==> src/sv/bcpe_pkg.sv <==
// Package: shared types, constants and codes of the Bezier point evaluator.
`default_nettype none
package bcpe_pkg;
    // Store and coordinate geometry
    localparam int MAX_POINTS  = 8;
    localparam int PIDX_W      = $clog2(MAX_POINTS);   // index wraps by mask
    localparam int COORD_BITS  = 12;
    localparam int U_FRAC_BITS = 16;
    localparam int U_W         = U_FRAC_BITS + 1;
    localparam int MAX_DEGREE  = 6;
    localparam int DEG_W       = 3;
    localparam int INTER_FRAC  = 16;
    localparam int IW          = COORD_BITS + INTER_FRAC;
    localparam int OUT_FRAC    = 4;
    localparam int OUT_BITS    = 16;
    localparam int OUT_SHIFT   = INTER_FRAC - OUT_FRAC;
    localparam int PROD_W      = IW + 1 + U_W + 1;

    // Configuration port
    localparam int CFG_IDX_W  = 1;
    localparam int CFG_DATA_W = 3;

    typedef logic [CFG_IDX_W-1:0]         t_cfg_idx;
    typedef logic [CFG_DATA_W-1:0]        t_cfg_data;
    typedef logic signed [COORD_BITS-1:0] t_coord;
    typedef logic [PIDX_W-1:0]            t_pidx;
    typedef logic [DEG_W-1:0]             t_deg;
    typedef logic [U_W-1:0]               t_u;
    typedef logic signed [IW-1:0]         t_w;
    typedef t_w [MAX_DEGREE:0]            t_wvec;
    typedef logic signed [OUT_BITS-1:0]   t_out;

    localparam t_cfg_idx REG_CURVE_DEGREE = t_cfg_idx'(0);
    localparam t_cfg_idx REG_CLOSED_CURVE = t_cfg_idx'(1);

    localparam logic OP_LOAD = 1'b0;
    localparam logic OP_EVAL = 1'b1;

    localparam t_deg DEG_RESET = t_deg'(3);
    localparam t_deg DEG_MIN   = t_deg'(1);
    localparam t_deg DEG_MAX   = t_deg'(MAX_DEGREE);
    localparam t_u   U_ONE     = t_u'(1) << U_FRAC_BITS;

    // Control that travels with each pipeline stage
    typedef struct packed {
        logic valid;
        t_deg deg;
        t_u   u;
    } t_ctl;
endpackage
`default_nettype wire

==> src/sv/bcpe_if.sv <==
// Interfaces: input item channel and result channel.
`default_nettype none


interface bcpe_out_if;
    import bcpe_pkg::*;
    logic valid;
    logic ready;
    t_out curve_x;
    t_out curve_y;

    modport source (output valid, curve_x, curve_y, input ready);
    modport sink   (input valid, curve_x, curve_y, output ready);
endinterface
`default_nettype wire

==> src/sv/bcpe_round.sv <==
// Output stage: rounds to Q12.4 and holds the result transaction.
`default_nettype none
module bcpe_round (
    input  wire logic            i_clk,
    input  wire logic            i_rst_n,
    input  wire logic            i_en,
    input  wire bcpe_pkg::t_ctl  i_ctl,
    input  wire bcpe_pkg::t_wvec i_wx,
    input  wire bcpe_pkg::t_wvec i_wy,
    bcpe_out_if.source           o_out
);
    import bcpe_pkg::*;

    logic             r_valid;
    t_out             r_x;
    t_out             r_y;
    logic signed [IW:0] w_rx;
    logic signed [IW:0] w_ry;

    assign w_rx = {i_wx[0][IW-1], i_wx[0]} + $signed((IW+1)'(1) << (OUT_SHIFT - 1));
    assign w_ry = {i_wy[0][IW-1], i_wy[0]} + $signed((IW+1)'(1) << (OUT_SHIFT - 1));

    always_ff @(posedge i_clk) begin
        if (!i_rst_n) begin
            r_valid <= 1'b0;
        end else if (i_en) begin
            r_valid <= i_ctl.valid;
        end
    end

    always_ff @(posedge i_clk) begin
        if (i_en) begin
            r_x <= w_rx[OUT_SHIFT+OUT_BITS-1:OUT_SHIFT];
            r_y <= w_ry[OUT_SHIFT+OUT_BITS-1:OUT_SHIFT];
        end
    end

    assign o_out.valid   = r_valid;
    assign o_out.curve_x = r_x;
    assign o_out.curve_y = r_y;
endmodule
`default_nettype wire
==> src/flat_wrapper.sv <==
// flat-port wrapper written by rule: the top's interface ports become plain ports
module bcpe_round_flat import bcpe_pkg::*;
  (i_clk, i_rst_n, i_en, i_ctl, i_wx, i_wy, o_out_valid, o_out_curve_x, o_out_curve_y, o_out_ready);
  bcpe_out_if o_out_i ();
  input  wire logic i_clk;
  input  wire logic i_rst_n;
  input  wire logic i_en;
  input  wire bcpe_pkg::t_ctl i_ctl;
  input  wire bcpe_pkg::t_wvec i_wx;
  input  wire bcpe_pkg::t_wvec i_wy;
  output wire logic [$bits(o_out_i.valid)-1:0] o_out_valid;
  output wire logic [$bits(o_out_i.curve_x)-1:0] o_out_curve_x;
  output wire logic [$bits(o_out_i.curve_y)-1:0] o_out_curve_y;
  input wire logic [$bits(o_out_i.ready)-1:0] o_out_ready;
  assign o_out_valid = o_out_i.valid;
  assign o_out_curve_x = o_out_i.curve_x;
  assign o_out_curve_y = o_out_i.curve_y;
  assign o_out_i.ready = o_out_ready;
  bcpe_round u_core (.i_clk(i_clk), .i_rst_n(i_rst_n), .i_en(i_en), .i_ctl(i_ctl), .i_wx(i_wx), .i_wy(i_wy), .o_out(o_out_i));
endmodule
==> config.mk <==
export PLATFORM = sky130hd
export DESIGN_NAME = bcpe_round_flat
export DESIGN_NICKNAME = d
export VERILOG_FILES = /design/src/sv/bcpe_pkg.sv /design/src/sv/bcpe_if.sv /design/src/sv/bcpe_round.sv /design/src/flat_wrapper.sv
export SDC_FILE = /design/constraint.sdc
export NUM_CORES = 1
export LEC_CHECK = 0
export BUFFER_PORTS_ARGS = -buffer_cell sky130_fd_sc_hd__buf_4
export CORE_AREA = 8 8 167 169
export CTS_BUF_LIST = sky130_fd_sc_hd__clkbuf_4 sky130_fd_sc_hd__clkbuf_8
export DETAILED_ROUTE_END_ITERATION = 16
export DIE_AREA = 0 0 175 177
export GPL_TIMING_DRIVEN = 0
export PLACE_DENSITY_LB_ADDON = 0.05
export RECOVER_POWER = 100
export SLEW_MARGIN = 20
export SYNTH_ARGS = -nofsm -noshare
export SYNTH_HDL_FRONTEND = slang
export SYNTH_SLANG_ARGS = --single-unit
export TNS_END_PERCENT = 30
==> constraint.sdc <==
create_clock -name i_clk -period 1.54 [get_ports i_clk]
set_input_delay 0.154 -clock i_clk [delete_from_list [all_inputs] [get_ports i_clk]]
set_output_delay 0.154 -clock i_clk [all_outputs]
set_load 0.05 [all_outputs]
### Word level (Yosys, flattened, before mapping)

Cells that the tools add are included.

| operators by class | value |
|---|---|
| add/subtract/negate cells | 2 |

Operator list:

| kind | count |
|---|---|
| 28-bit by 13-bit adder with 28-bit output, second input constant | 2 |

| word-level totals | value |
|---|---|
| register bits after elaboration | 33 |
| input port bits | 417 |
| word-level logic and storage cells | 5 |

### Logic depth before layout (Yosys ltp)

| depth | value |
|---|---|
| word-level depth | 1 |
| depth in mapped cells | 4 |
| gate-level depth less buffers | 4 |

### Least setup slack after synthesis

Ideal clock, no wire load.

| timing path | value |
|---|---|
| path kind | input-to-reg |
| start | in i_wx[11] (netlist name) |
| end | reg u_core.r_x[13] (netlist: u_core.o_out.curve_x[13]) (data pin) |
| stages | 4 |
| arrival | 0.926 ns |
| library setup time | 0.271 ns |
| setup slack | 0.343 ns |
| buffers on the path | 0 |
| path through | ha_1 -> nand4_2 -> nor4_1 -> xor2_1 |

| between the ends | value |
|---|---|
| longest elaborated chain between the ends | 1 |

RTL lines:

| what | line | RTL |
|---|---|---|
| start: declaration | flat_wrapper.sv:9 | `input wire bcpe_pkg::t_wvec i_wx;` |
| 28-bit by 13-bit adder with 28-bit output | bcpe_round.sv:20 | `assign w_rx = {i_wx[0][IW-1], i_wx[0]} + $signed((IW+1)'(1) << (OUT_SHIFT - 1));` |
| named net u_core.w_rx[25] | bcpe_round.sv:17 | `logic signed [IW:0] w_rx;` |
| end signal: assignment | bcpe_round.sv:33 | `r_x <= w_rx[OUT_SHIFT+OUT_BITS-1:OUT_SHIFT];` |
| end: declaration | bcpe_round.sv:15 | `t_out r_x;` |

The timed path passes the listed nets, and every way through them passes these cells.
A chain may end at the register's enable or synchronous reset.

### Final worst setup path

Same ends and word-level chain as after synthesis.

==> Implementation_results.wiki <==
{| class="wikitable"
! Metric !! Value
|-
| Fraction of final layout cells with drive strength greater than 1 || 0.305
|-
| Root Buffer Master || clkbuf_8
|-
| Overall via count from detail_route || around 1200
|-
| Number of global-route vias before repair || 1499
|-
| Clock slew seen by the registers of the worst setup and hold paths || 0.08 ns
|-
| Violation count after the first detailed-routing iteration || 44
|-
| Hold Vio Cnt, Final || 0
|-
| Global placement routability congestion || 0.634
|-
| Post-synthesis net count || 541
|-
| Seq/Total Area, Yosys || 0.611
|-
| Unrepaired setup endpoints after global routing || no
|-
| Max-slew violation count || 0
|-
| GRT met1 Usage || 0.0528
|-
| Peak clock frequency supported by timing || 0.751 GHz
|-
| Number of standard cells after synthesis || 122
|-
| Max-cap check violation count || 0
|-
| Filler instances || a little under 3000
|-
| EDFF count, synth || 32
|-
| Commonest register cell after synthesis || edfxtp_1
|-
| Summed instance area of the synthesized netlist || 1610 µm²
|-
| Transition at the pin with the smallest max-transition slack || ~1.0 ns
|-
| Switching power of the nets || 0.828 mW
|-
| Number of CTS-inserted buffers || 5
|-
| CP peak stage delay || ~0.36 ns
|-
| Utilization after layout || 0.0977
|-
| Final net count || 618
|-
| Total design power || about 2.4 mW
|-
| Most frequent cells after synthesis || 32 x edfxtp_1, 21 x xor2_1, 11 x nand3_1
|-
| Cell type with the largest total area after synthesis || edfxtp_1
|-
| Horizontal die dimension || 175 µm
|-
| Iteration count of the initial detailed-routing pass || 3
|-
| Cell variety after synth || 18
|-
| Worst hold path class || primary input to flop
|-
| Detailed-route wire length per cell || 13.4 µm
|-
| Largest voltage drop on the vdd net || 0.268 mV
|-
| Part of the total power dissipated in the clock network || 0.299
|-
| Setup slack of the critical path after layout || 0.209 ns
|-
| Initial core utilization || 0.0631
|-
| Pre-CTS worst setup slack || -0.0871 ns
|-
| Signal arrival time at the worst endpoint || about 1.4 ns
|-
| Floorplan die height || 177 µm
|-
| Normalized max-slew margin || 0.310
|-
| Reg power frac || 0.465
|-
| Fin crit period || ~1.3 ns
|-
| Startpoint type of the worst setup path || primary input
|-
| Worst Path Max Fanout || 5
|-
| P_leak || 0.853 nW
|-
| Clock skew after layout || 0 ns
|-
| First-pass GRT wire length || around 10 mm
|-
| Final total negative setup slack || 0 ns
|-
| Global route total overflow || 0
|-
| CP Buf/Inv Count || 1
|-
| Rows || 59
|-
| FFs w/ async S/R, synth || 0
|-
| Global-route usage over all layers || 0.0473
|-
| Final count of negative-setup-slack endpoints || 0
|-
| Antenna violations before repair || 0
|-
| Cell with the most instances after synthesis || edfxtp_1
|-
| Antenna cell count || 0
|-
| Fraction of synthesized cell area taken by the top area cell type || 0.598
|-
| Number of register bits inferred by synthesis || 33
|-
| Ratio of final minimum period to clock period || 0.864
|-
| Internal power || 1.54 mW
|-
| Post-CTS setup repair buffer count || 0
|-
| CTS sink count || 33
|-
| Clock tree from TritonCTS || built
|-
| Number of H-tree levels || 2
|-
| Required time at the endpoint of the critical path || between 1.5 and 2 ns
|-
| Detailed-route DRC error count || 0
|-
| Ports placed on the boundary || 450
|-
| Synthesis-to-finish area growth || 54.8%
|-
| Count of placed standard cells including taps || 527
|-
| Run status || finished clean
|-
| Master of the slowest instance on the critical path || nor4_1
|-
| Final Non-Filler Cells || 535
|-
| Fraction of power spent switching nets || 0.350
|-
| Post-DR vias/cell || 2.31
|-
| Largest net degree at the start of global routing || 34
|-
| Area inside the core boundary || 25500 µm²
|-
| Part of the total power dissipated in combinational logic || 0.236
|-
| Avg Synthesized Cell Area || 13.2 µm²
|-
| Global routing met2 resource utilization || 0.0656
|-
| Max Root-Sink Buffers || 2
|-
| Count of cells resized by post-cts repair || 0
|-
| DRT Wirelength || about 7 mm
|-
| Synth area leaders || edfxtp_1 60%, xor2_1 11%, xnor2_1 4.9%
|-
| Clock latency reported for the late side of the worst-skew pair || 0.30 ns
|-
| Crit path capture type || flop
|-
| Port-buffer cells || 70
|-
| HPWL reported at the end of detailed placement || around 5.7 mm
|-
| Routing layer with the top usage in global route || met2
|-
| Total die area || 31000 µm²
|-
| Met3 track utilization from global routing || 0.0405
|-
| Class of the most critical setup path || primary input to flop
|-
| Count of hold-fix buffers inserted at cts || 0
|-
| Cells traversed along the worst timing path || clkbuf_1 > ha_1 > nand4_2 > nor4_1 > xor2_1
|-
| Cell class contributing the biggest share of worst-path delay || simple AND/OR/NAND/NOR gates
|-
| Number of warning messages in the yosys log || 0
|-
| Cell Pwr Density || 950 nW/µm²
|-
| Final ANT Viol Nets || 0
|}
stage by stage:
step | instance area (µm²) | hold slack, ns
CTS | 2640 | 0.0550
floorplan | 1610 | 0.266
detailed placement | 2550 | 0.382
global route | 2490 | 0.0721
finish | 2490 | 0.0803
global placement | 2550 | 0.390
final timing paths:
kind                                   start                                  to  slack, ns  depth (start not counted)
max                                 i_wx[11]  u_core.o_out.curve_x[13]$_DFFE_PP_       0.21                          5
min                                  i_rst_n     u_core.o_out.valid$_SDFFE_PN0P_       0.08                          2
max reg2reg  u_core.o_out.valid$_SDFFE_PN0P_     u_core.o_out.valid$_SDFFE_PN0P_       0.92                          2
min reg2reg  u_core.o_out.valid$_SDFFE_PN0P_     u_core.o_out.valid$_SDFFE_PN0P_       0.54                          2
power groups by stage:
stage | Sequential, mW | Clock, mW | Combinational (mW)
after CTS | 1.10 | 0.783 | 0.642
after global routing | 1.11 | 0.804 | 0.603
after global placement | 1.12 | 0 | 0.652
after floorplan | 1.38 | 0 | 0.0683
final | 1.10 | 0.707 | 0.558
after detailed placement | 1.12 | 0 | 0.639
placed cells by master (no fill, tap or decap), drive strengths merged:
cell type | Yosys | final
xor2 | 21 | 21
nand4 | 9 | 9
buf | 0 | 33
nor3 | 8 | 8
nor2b | 1 | 1
ha | 2 | 2
nand2 | 7 | 7
nor4 | 8 | 8
xnor2 | 9 | 9
and3 | 1 | 1
nand3 | 11 | 11
clkinv | 0 | 2
dfxtp | 1 | 1
mux2i | 1 | 1
edfxtp | 32 | 32
nor2 | 7 | 7
inv | 4 | 4
clkbuf | 0 | 43
worst reg2reg max path: stages, from the launching register on:
cell     delay [ns]
dfxtp_1        0.34
mux2i_1        0.07
nor2b_1        0.15
logic make-up after synthesis:
logic type	after synthesis	synth area share
xor gates and xnor gates	30	0.164
adders and majority gates	2	0.0156
buffers and inverters	4	0.00934
DFF	33	0.611
muxes	1	0.00623
and+or+nand+nor	52	0.195
per-layer routing:
metal,wire (µm),up-vias
met3,1290,6
met5,0,-
li1,-,606
met2,2900,54
met4,82,0
met1,2920,572
area by class of cell:
class / count / area, µm² / area share
Tap cell: 335 / 419 / 0.169
Clock inverter: 2 / 10.0 / 0.00402
Clock buffer: 6 / 76.3 / 0.0307
Multi-Input combinational cell: 85 / 577 / 0.232
Inverter: 4 / 15.0 / 0.00604
Timing Repair Buffer: 70 / 409 / 0.164
Sequential cell: 33 / 981 / 0.394
sequential cells by signal (all words and copies together) (netlist names):
register,flops
u_core.o_out.curve_x,16
u_core.o_out.valid,1
u_core.o_out.curve_y,16
(Power assumes the default switching activity.)
